`config.mk`:
```
export PLATFORM = sky130hd
export DESIGN_NAME = battery_runtime_estimator
export DESIGN_NICKNAME = d
export VERILOG_FILES = /design/src/bre_pkg.sv /design/src/bre_ram.sv /design/src/battery_runtime_estimator.sv
export SDC_FILE = /design/constraint.sdc
export NUM_CORES = 2
export LEC_CHECK = 0
export BUFFER_PORTS_ARGS = -buffer_cell sky130_fd_sc_hd__buf_2
export CORE_MARGIN = 2
export CORE_UTILIZATION = 46
export DETAILED_ROUTE_END_ITERATION = 16
export PLACE_DENSITY = 0.75
export SYNTH_ARGS = -nofsm -noshare
export SYNTH_HDL_FRONTEND = slang
export SYNTH_SLANG_ARGS = --single-unit
```
`constraint.sdc`:
```
create_clock -name clk -period 7 [get_ports clk]
set_clock_uncertainty 0.1 [all_clocks]
set_input_delay 0.7 -clock clk [delete_from_list [all_inputs] [get_ports clk]]
set_output_delay 0.7 -clock clk [all_outputs]
set_load 0.02 [all_outputs]
```
`src/bre_pkg.sv`:
```
package bre_pkg;

	// fixed field and datapath widths
	localparam int DATA_W    = 32;
	localparam int CAP_W     = 31;
	localparam int STATE_W   = 8;
	localparam int CFG_IDX_W = 1;
	localparam int SECS_W    = 12;
	localparam int PROD_W    = SECS_W + CAP_W;
	localparam int DVS_W     = 32;

	// op codes
	localparam logic OP_READING = 1'b0;
	localparam logic OP_REPORT  = 1'b1;

	// register indexes
	localparam logic [CFG_IDX_W-1:0] CFG_LAST_FULL  = 1'b0;
	localparam logic [CFG_IDX_W-1:0] CFG_DESIGN_CAP = 1'b1;

	// result status codes
	localparam logic STATUS_OK  = 1'b0;
	localparam logic STATUS_BAD = 1'b1;

	// arithmetic constants
	localparam logic [SECS_W-1:0]        SECS_PER_HOUR = 12'd3600;
	localparam logic signed [DATA_W-1:0] TIME_UNKNOWN  = -32'sd1;
	localparam logic signed [DATA_W-1:0] INT32_MAX_C   = 32'sh7fff_ffff;
	localparam logic signed [DATA_W-1:0] INT32_MIN_C   = 32'sh8000_0000;
	localparam logic signed [DATA_W-1:0] LFC_RESET     = -32'sd1;

	typedef struct packed {
		logic                     op;
		logic [STATE_W-1:0]       battery_state;
		logic signed [DATA_W-1:0] rate_in;
		logic signed [DATA_W-1:0] capacity_in;
	} in_item_t;

	typedef struct packed {
		logic                     status;
		logic [STATE_W-1:0]       state_out;
		logic signed [DATA_W-1:0] rate_out;
		logic [CAP_W-1:0]         capacity_out;
		logic signed [DATA_W-1:0] full_cap_out;
		logic signed [DATA_W-1:0] secs_left;
	} out_item_t;

	typedef enum logic [2:0] {
		ST_IDLE,
		ST_PUSH,
		ST_SUM,
		ST_DIV_MEAN,
		ST_MUL,
		ST_DIV_TIME,
		ST_DONE
	} state_t;

endpackage

```
`src/bre_ram.sv`:
```
module bre_ram #(
	parameter int WIDTH = 32,
	parameter int DEPTH = 8
) (
	input  logic                                     clk,
	input  logic                                     we,
	input  logic [(DEPTH > 1 ? $clog2(DEPTH) : 1)-1:0] waddr,
	input  logic [WIDTH-1:0]                         wdata,
	input  logic [(DEPTH > 1 ? $clog2(DEPTH) : 1)-1:0] raddr,
	output logic [WIDTH-1:0]                         rdata
);

	logic [WIDTH-1:0] mem_q [DEPTH];

	// single write port, registered read port
	always_ff @(posedge clk) begin
		if (we) begin
			mem_q[waddr] <= wdata;
		end
		rdata <= mem_q[raddr];
	end

endmodule

```
`src/battery_runtime_estimator.sv`:
```
// Battery runtime estimator. A reading (op 0) is checked for a negative
// capacity or one above the last-full-charge register and, unless rejected,
// cached; its result beat is valid from the edge after acceptance. A report
// (op 1) pushes the cached rate into a ring of the last RATE_DEPTH rates,
// sums the filled entries one per cycle from a small RAM, and then runs two
// divisions, the mean rate and 3600 * capacity / mean, on one restoring
// divider that yields one quotient bit per cycle. The sum is SUM_W = 32 +
// clog2(RATE_DEPTH + 1) bits wide and the product PROD_W = 43 bits wide.
// When the cached rate is not positive the divisions are skipped; a zero
// mean skips only the second division. One item is in flight at a time,
// and a new item is taken only when the output register is empty or its beat
// leaves in the same cycle, so a stalled result holds off the input.
module battery_runtime_estimator #(
	parameter int RATE_DEPTH = 8
) (
	input  logic                                clk,
	input  logic                                arst_n,
	input  logic                                in_valid,
	output logic                                in_stall,
	input  bre_pkg::in_item_t                   in_data,
	output logic                                out_valid,
	input  logic                                out_stall,
	output bre_pkg::out_item_t                  out_data,
	input  logic                                cfg_we,
	input  logic [bre_pkg::CFG_IDX_W-1:0]       cfg_index,
	input  logic [bre_pkg::DATA_W-1:0]          cfg_data
);

	localparam int ADDR_W = (RATE_DEPTH > 1) ? $clog2(RATE_DEPTH) : 1;
	localparam int CNT_W  = $clog2(RATE_DEPTH + 1);
	localparam int SUM_W  = bre_pkg::DATA_W + CNT_W;
	localparam int DVD_W  = (SUM_W > bre_pkg::PROD_W) ? SUM_W : bre_pkg::PROD_W;
	localparam int STEP_W = $clog2(DVD_W + 1);
	localparam int DVS_W  = bre_pkg::DVS_W;
	localparam logic [ADDR_W-1:0] LAST_SLOT = ADDR_W'(RATE_DEPTH - 1);
	localparam logic [CNT_W-1:0]  FULL_CNT  = CNT_W'(RATE_DEPTH);

	bre_pkg::state_t state_q, state_nx;

	// configuration registers
	logic signed [bre_pkg::DATA_W-1:0] lfc_q;
	logic [bre_pkg::CAP_W-1:0]         dcap_q;

	// cached reading
	logic [bre_pkg::STATE_W-1:0]       cached_state_q;
	logic signed [bre_pkg::DATA_W-1:0] cached_rate_q;
	logic [bre_pkg::CAP_W-1:0]         cached_cap_q;

	// ring bookkeeping and sum
	logic [ADDR_W-1:0]       slot_q;
	logic [CNT_W-1:0]        fill_q;
	logic [CNT_W-1:0]        idx_q;
	logic                    pend_q;
	logic signed [SUM_W-1:0] acc_q;

	// shared divider
	logic [DVD_W-1:0]  dq_q;
	logic [DVS_W-1:0]  rem_q;
	logic [DVS_W-1:0]  dvs_q;
	logic [STEP_W-1:0] step_q;
	logic              mean_neg_q;
	logic              unknown_q;

	// output register
	logic               out_valid_q;
	bre_pkg::out_item_t out_q;

	// control decodes
	logic in_accept;
	logic out_free;
	logic ram_we;
	logic sum_issue;
	logic sum_done;
	logic div_last;

	logic signed [bre_pkg::DATA_W-1:0] rd_data;
	logic [SUM_W-1:0]                  acc_mag;
	logic [DVS_W:0]                    trial;
	logic [DVS_W:0]                    diff;
	logic                              q_bit;
	logic [DVS_W-1:0]                  rem_nx;
	logic [bre_pkg::PROD_W-1:0]        prod;
	logic [bre_pkg::PROD_W-1:0]        quot;
	logic signed [bre_pkg::DATA_W-1:0] full_cap;
	logic signed [bre_pkg::DATA_W-1:0] time_val;
	logic                              reject;
	bre_pkg::out_item_t                read_res;

	assign out_free  = !out_valid_q || !out_stall;
	assign in_accept = in_valid && !in_stall;
	assign out_valid = out_valid_q;
	assign out_data  = out_q;

	// rate ring
	bre_ram #(
		.WIDTH (bre_pkg::DATA_W),
		.DEPTH (RATE_DEPTH)
	) u_ring (
		.clk   (clk),
		.we    (ram_we),
		.waddr (slot_q),
		.wdata (cached_rate_q),
		.raddr (idx_q[ADDR_W-1:0]),
		.rdata (rd_data)
	);

	// next state
	always_comb begin
		state_nx = state_q;
		case (state_q)
			bre_pkg::ST_IDLE: begin
				if (in_accept && in_data.op == bre_pkg::OP_REPORT) begin
					state_nx = bre_pkg::ST_PUSH;
				end
			end
			bre_pkg::ST_PUSH: begin
				state_nx = (cached_rate_q > 0) ? bre_pkg::ST_SUM : bre_pkg::ST_DONE;
			end
			bre_pkg::ST_SUM: begin
				if (sum_done) begin
					state_nx = bre_pkg::ST_DIV_MEAN;
				end
			end
			bre_pkg::ST_DIV_MEAN: begin
				if (div_last) begin
					state_nx = bre_pkg::ST_MUL;
				end
			end
			bre_pkg::ST_MUL: begin
				state_nx = (dq_q[DVS_W-1:0] == '0) ? bre_pkg::ST_DONE : bre_pkg::ST_DIV_TIME;
			end
			bre_pkg::ST_DIV_TIME: begin
				if (div_last) begin
					state_nx = bre_pkg::ST_DONE;
				end
			end
			bre_pkg::ST_DONE: begin
				if (out_free) begin
					state_nx = bre_pkg::ST_IDLE;
				end
			end
			default: begin
				state_nx = bre_pkg::ST_IDLE;
			end
		endcase
	end

	// sequencer outputs
	always_comb begin
		in_stall  = 1'b1;
		ram_we    = 1'b0;
		sum_issue = 1'b0;
		sum_done  = 1'b0;
		div_last  = 1'b0;
		case (state_q)
			bre_pkg::ST_IDLE: begin
				in_stall = !out_free;
			end
			bre_pkg::ST_PUSH: begin
				ram_we = 1'b1;
			end
			bre_pkg::ST_SUM: begin
				sum_issue = (idx_q != fill_q);
				sum_done  = (idx_q == fill_q) && !pend_q;
			end
			bre_pkg::ST_DIV_MEAN, bre_pkg::ST_DIV_TIME: begin
				div_last = (step_q == STEP_W'(1));
			end
			default: begin
				in_stall = 1'b1;
			end
		endcase
	end

	// divider step: one quotient bit per cycle
	always_comb begin
		trial  = {rem_q, dq_q[DVD_W-1]};
		diff   = trial - {1'b0, dvs_q};
		q_bit  = (trial >= {1'b0, dvs_q});
		rem_nx = q_bit ? diff[DVS_W-1:0] : trial[DVS_W-1:0];
	end

	// sum magnitude, product, quotient, full capacity and reading result
	always_comb begin
		acc_mag  = acc_q[SUM_W-1] ? SUM_W'(-acc_q) : SUM_W'(acc_q);
		prod     = bre_pkg::PROD_W'(bre_pkg::SECS_PER_HOUR) * bre_pkg::PROD_W'(cached_cap_q);
		quot     = dq_q[bre_pkg::PROD_W-1:0];
		full_cap = (lfc_q < 0) ? bre_pkg::DATA_W'(dcap_q) : lfc_q;
		reject   = (in_data.capacity_in < 0) ||
			((lfc_q > 0) && (in_data.capacity_in > lfc_q));
		read_res        = '0;
		read_res.status = reject ? bre_pkg::STATUS_BAD : bre_pkg::STATUS_OK;
	end

	// saturate the signed time estimate
	always_comb begin
		if (unknown_q) begin
			time_val = bre_pkg::TIME_UNKNOWN;
		end else if (!mean_neg_q) begin
			if (quot > bre_pkg::PROD_W'(bre_pkg::INT32_MAX_C)) begin
				time_val = bre_pkg::INT32_MAX_C;
			end else begin
				time_val = quot[bre_pkg::DATA_W-1:0];
			end
		end else begin
			if (quot > bre_pkg::PROD_W'(33'h1_0000_0000 >> 1)) begin
				time_val = bre_pkg::INT32_MIN_C;
			end else begin
				time_val = -quot[bre_pkg::DATA_W-1:0];
			end
		end
	end

	// state register
	always_ff @(posedge clk or negedge arst_n) begin
		if (!arst_n) begin
			state_q <= bre_pkg::ST_IDLE;
		end else begin
			state_q <= state_nx;
		end
	end

	// configuration registers
	always_ff @(posedge clk or negedge arst_n) begin
		if (!arst_n) begin
			lfc_q  <= bre_pkg::LFC_RESET;
			dcap_q <= '0;
		end else if (cfg_we) begin
			if (cfg_index == bre_pkg::CFG_LAST_FULL) begin
				lfc_q <= cfg_data;
			end else if (cfg_index == bre_pkg::CFG_DESIGN_CAP) begin
				dcap_q <= cfg_data[bre_pkg::CAP_W-1:0];
			end
		end
	end

	// reading cache
	always_ff @(posedge clk or negedge arst_n) begin
		if (!arst_n) begin
			cached_state_q <= '0;
			cached_rate_q  <= '0;
			cached_cap_q   <= '0;
		end else if (in_accept && in_data.op == bre_pkg::OP_READING && !reject) begin
			cached_state_q <= in_data.battery_state;
			cached_rate_q  <= in_data.rate_in;
			cached_cap_q   <= in_data.capacity_in[bre_pkg::CAP_W-1:0];
		end
	end

	// ring write slot and fill count
	always_ff @(posedge clk or negedge arst_n) begin
		if (!arst_n) begin
			slot_q <= '0;
			fill_q <= '0;
		end else if (ram_we) begin
			slot_q <= (slot_q == LAST_SLOT) ? '0 : slot_q + ADDR_W'(1);
			if (fill_q != FULL_CNT) begin
				fill_q <= fill_q + CNT_W'(1);
			end
		end
	end

	// ring sum, one entry per cycle behind the registered read
	always_ff @(posedge clk or negedge arst_n) begin
		if (!arst_n) begin
			idx_q  <= '0;
			pend_q <= 1'b0;
			acc_q  <= '0;
		end else if (state_q == bre_pkg::ST_PUSH) begin
			idx_q  <= '0;
			pend_q <= 1'b0;
			acc_q  <= '0;
		end else if (state_q == bre_pkg::ST_SUM) begin
			pend_q <= sum_issue;
			if (sum_issue) begin
				idx_q <= idx_q + CNT_W'(1);
			end
			if (pend_q) begin
				acc_q <= acc_q + SUM_W'(rd_data);
			end
		end
	end

	// shared divider and estimate flags
	always_ff @(posedge clk) begin
		case (state_q)
			bre_pkg::ST_PUSH: begin
				unknown_q  <= !(cached_rate_q > 0);
				mean_neg_q <= 1'b0;
			end
			bre_pkg::ST_SUM: begin
				if (sum_done) begin
					dq_q       <= DVD_W'(acc_mag) << (DVD_W - SUM_W);
					rem_q      <= '0;
					dvs_q      <= DVS_W'(fill_q);
					step_q     <= STEP_W'(SUM_W);
					mean_neg_q <= acc_q[SUM_W-1];
				end
			end
			bre_pkg::ST_DIV_MEAN, bre_pkg::ST_DIV_TIME: begin
				dq_q   <= {dq_q[DVD_W-2:0], q_bit};
				rem_q  <= rem_nx;
				step_q <= step_q - STEP_W'(1);
			end
			bre_pkg::ST_MUL: begin
				unknown_q <= (dq_q[DVS_W-1:0] == '0);
				dvs_q     <= dq_q[DVS_W-1:0];
				dq_q      <= DVD_W'(prod) << (DVD_W - bre_pkg::PROD_W);
				rem_q     <= '0;
				step_q    <= STEP_W'(bre_pkg::PROD_W);
			end
			default: begin
				step_q <= step_q;
			end
		endcase
	end

	// output register
	always_ff @(posedge clk or negedge arst_n) begin
		if (!arst_n) begin
			out_valid_q <= 1'b0;
		end else if (state_q == bre_pkg::ST_IDLE && in_accept &&
				in_data.op == bre_pkg::OP_READING) begin
			out_valid_q <= 1'b1;
		end else if (state_q == bre_pkg::ST_DONE && out_free) begin
			out_valid_q <= 1'b1;
		end else if (!out_stall) begin
			out_valid_q <= 1'b0;
		end
	end

	always_ff @(posedge clk) begin
		if (state_q == bre_pkg::ST_IDLE && in_accept && in_data.op == bre_pkg::OP_READING) begin
			out_q <= read_res;
		end else if (state_q == bre_pkg::ST_DONE && out_free) begin
			out_q.status       <= bre_pkg::STATUS_OK;
			out_q.state_out    <= cached_state_q;
			out_q.rate_out     <= cached_rate_q;
			out_q.capacity_out <= cached_cap_q;
			out_q.full_cap_out <= full_cap;
			out_q.secs_left    <= time_val;
		end
	end

	// checks
	a_fill_bound: assert property (@(posedge clk) disable iff (!arst_n)
		fill_q <= FULL_CNT)
		else $error("ring fill count beyond depth");

	a_report_push: assert property (@(posedge clk) disable iff (!arst_n)
		(in_accept && in_data.op == bre_pkg::OP_REPORT) |=> state_q == bre_pkg::ST_PUSH)
		else $error("report beat did not start a ring push");

	a_sum_nonempty: assert property (@(posedge clk) disable iff (!arst_n)
		state_q == bre_pkg::ST_SUM |-> fill_q != '0)
		else $error("ring sum over an empty ring");

	a_div_nonzero: assert property (@(posedge clk) disable iff (!arst_n)
		(state_q == bre_pkg::ST_DIV_MEAN || state_q == bre_pkg::ST_DIV_TIME) |-> dvs_q != '0)
		else $error("divider running with a zero divisor");

	a_reject_zero: assert property (@(posedge clk) disable iff (!arst_n)
		(out_valid_q && out_q.status == bre_pkg::STATUS_BAD) |->
			(out_q.secs_left == '0 && out_q.rate_out == '0))
		else $error("rejected reading carries report fields");

endmodule

```
==> results.json <==
{
  "vias": 27000,
  "finalCriticalPeriod_ns": 5.32,
  "pre_cts_ws_ns": 1.77,
  "die_x_um": 290,
  "setup_tns_ns": 0,
  "initialDrtViolationCount": 2286,
  "tightestPinTransition_ns": 1.22,
  "root_buffer": "clkbuf_16",
  "syn-cell-area_um2": 37700,
  "cp.required_ns": 7.27,
  "row_count": 105,
  "post-route-drc-count": 0,
  "antenna_found_initial": 2,
  "rsz0062_at_grt": "false",
  "hold_path.class": "input port to asynchronous set/reset pin",
  "overflow": 0,
  "finalNonFillerCells": 4680,
  "finalMaxSlewViolations": 0,
  "yosysWarnings": 0,
  "wl_um": 92700,
  "synth_nets": 3730,
  "htreeDepth": 3,
  "numPortBuffers": 247,
  "initial_core_util_pct": 46.2,
  "cts_buffers": 78,
  "clk_latency_ns": 0.65,
  "timing_hold_violations_final": 2,
  "crit_path_end": "dq_q[35]",
  "gp_routability_congestion": 0.893,
  "cts_tree": "yes",
  "layout-drive-gt1-share_pct": 19.4,
  "ant_nets": 0,
  "chipHeight_um": 290,
  "fmax_mhz": 188,
  "postSynth.asyncResetShare_pct": 25.7,
  "dieArea_um2": 84300,
  "regToRegSetupSlack_ns": 1.68,
  "r2r_start": "cached_cap_q[2]",
  "drt_pass1_iterations": 5,
  "slowest_delay_ns": 0.55,
  "arrival_ns": 5.60,
  "crit_slowest_cell": "fa_1",
  "critPathLaunchType": "flop",
  "startpoint": "cached_cap_q[2]",
  "cts_resized": 0,
  "grt_pass1_vias": 26400,
  "clk_pin_slew_ns": 0.06,
  "timing.final.crit_share_pct": 76.1,
  "synth_cell_types": 83,
  "grt_max_degree": 98,
  "synth_seq_cells": 724,
  "cts_max_path_buffers": 3,
  "synthFlopType": "edfxtp_1",
  "rr_worst_depth": 18,
  "ios": 249,
  "setup_viol": 0,
  "cap_violations": 0,
  "holdWs_ns": -0.00441,
  "numClockSinks": 724,
  "cp_cell_sequence": "inv_1, fa_1, inv_1, ha_1, fa_1, ha_1, ha_1, nor2b_1, o21ai_0, a21oi_1, o41ai_1, buf_4, a21oi_1, o41ai_1, o21ai_0, a31oi_1, xor2_1, o21ai_0",
  "avgSynthCellArea_um2": 11.3,
  "critical_path_class": "flop to flop",
  "hpwl_um": 63100,
  "synth_edf_count": 372,
  "coreArea_um2": 81600,
  "syn_inst": 3348,
  "holdBufCountCts": 0,
  "dp.cells": 4533,
  "violations": "hold timing",
  "area_growth_pct": 13.6,
  "outcome": "finished with violations",
  "slew_headroom_pct": 19.0,
  "final_nets": 3925,
  "routed_via_density": 5.76,
  "wire_per_inst_um": 19.8,
  "endpoint_kind": "flop",
  "grt_first_pass_wirelength_um": 147000,
  "seq_area_frac_synth_pct": 50.9,
  "r2r_end": "dq_q[35]",
  "crit_path_max_fanout": 4,
  "setup_ws_ns": 1.68,
  "grt_use_total_pct": 21.7,
  "post_cts_buffers": 0
}
==> stage by stage <==
step	hold slack (ns)	cell area (um^2)	util [%]
global placement	0.339	40100	49.1
floorplan	0.304	37700	-
CTS	0.0642	42900	52.5
detailed placement	0.343	40100	49.1
global route	0.0798	42900	52.5
finish	-0.00441	42900	52.5
==> how the worst min path moves through the flow <==
stage / to / from / cells past startpoint
floorplan: acc_q[0] / arst_n / 0
global placement: out_data[130] / out_data[130] / 2
detailed placement: out_data[75] / out_data[75] / 2
CTS: dcap_q[0] / arst_n / 1
global route: dcap_q[24] / arst_n / 1
finish: dcap_q[0] / arst_n / 1
==> critical path: cells and delay by family (launching register included) <==
kind	cells	cell delay [ns]
flip-flops	1	0.40
buffers and inverters	3	0.37
AO/OA/AOI/OAI	8	1.89
AND/OR/NAND/NOR	1	0.14
XOR/XNOR	1	0.17
adder cells (fa/ha/maj)	5	1.96
==> cells in the mapped netlist, drive strengths merged, types with 45 or more instances <==
master  number  area share, %
a211oi      45           0.90
a21o        77            1.5
a21oi      224            3.0
clkbuf     144            1.4
dfrtp      154             10
dfxtp      166            8.8
edfxtp     372             30
fa          56            3.0
ha         215            7.1
inv        185            1.8
mux2       137            4.1
mux2i       63            1.7
mux4        64            3.8
nand2      350            3.5
nand3       60           0.80
nor2       161            1.6
o21ai      234            3.1
xnor2       70            1.6
xor2        56            1.3
==> routing by layer <==
layer	track usage (%)	vias to the layer above	wire, um
met5	0	-	16
met4	8.14	2	3400
met3	3.30	234	5720
met2	36.3	898	44500
met1	28.6	13300	39100
li1	-	12600	-
==> sequential cells by signal, indices dropped and copies added (netlist names), 3 cells and up <==
signal          flops
dq_q               43
idx_q               4
u_ring.rdata       32
acc_q              36
cached_cap_q       31
cached_state_q      8
rem_q              32
dcap_q             31
out_data          135
step_q              6
slot_q              3
u_ring.mem_q      256
lfc_q              32
fill_q              4
state_q             3
dvs_q              32
cached_rate_q      32
==> area by class of cell <==
class	instances	area (um^2)
well taps	1070	1340
clock inverters	41	556
repair buffers	285	1530
fillers	6852	38700
inverters	185	694
flip-flops and latches	724	19200
multi-input cells	2269	17300
clock buffers	105	2230
diodes	1	2.50
==> cell usage in the layout, fill, tap and decap left out, types with 58 or more instances in the layout <==
master     count
a21o_1        77
nor2_1       155
a21oi_1      223
nand3_1       58
inv_1        185
dfxtp_1      166
o21ai_0      228
mux2i_1       63
nand2_1      347
clkbuf_16     81
mux2_2       137
ha_1         215
edfxtp_1     372
xnor2_1       70
buf_2        246
dfrtp_1      151
mux4_2        64
==> logic make-up after synthesis <==
| kind of cell | Yosys count | share of synthesized area (%) |
|---|---|---|
| multiplexers | 264 | 9.58 |
| buffers and inverters | 355 | 3.60 |
| AO/OA/AOI/OAI | 767 | 12.4 |
| flip-flops | 724 | 50.9 |
| AND/OR/NAND/NOR | 840 | 10.5 |
| other | 1 | 0.00994 |
| adder cells (fa/ha/maj) | 271 | 10.1 |
| XOR/XNOR | 126 | 2.92 |
Power is left out: the tool's default activity adds up to more than one toggle a clock period on the data nets, which glitch-free logic cannot reach.
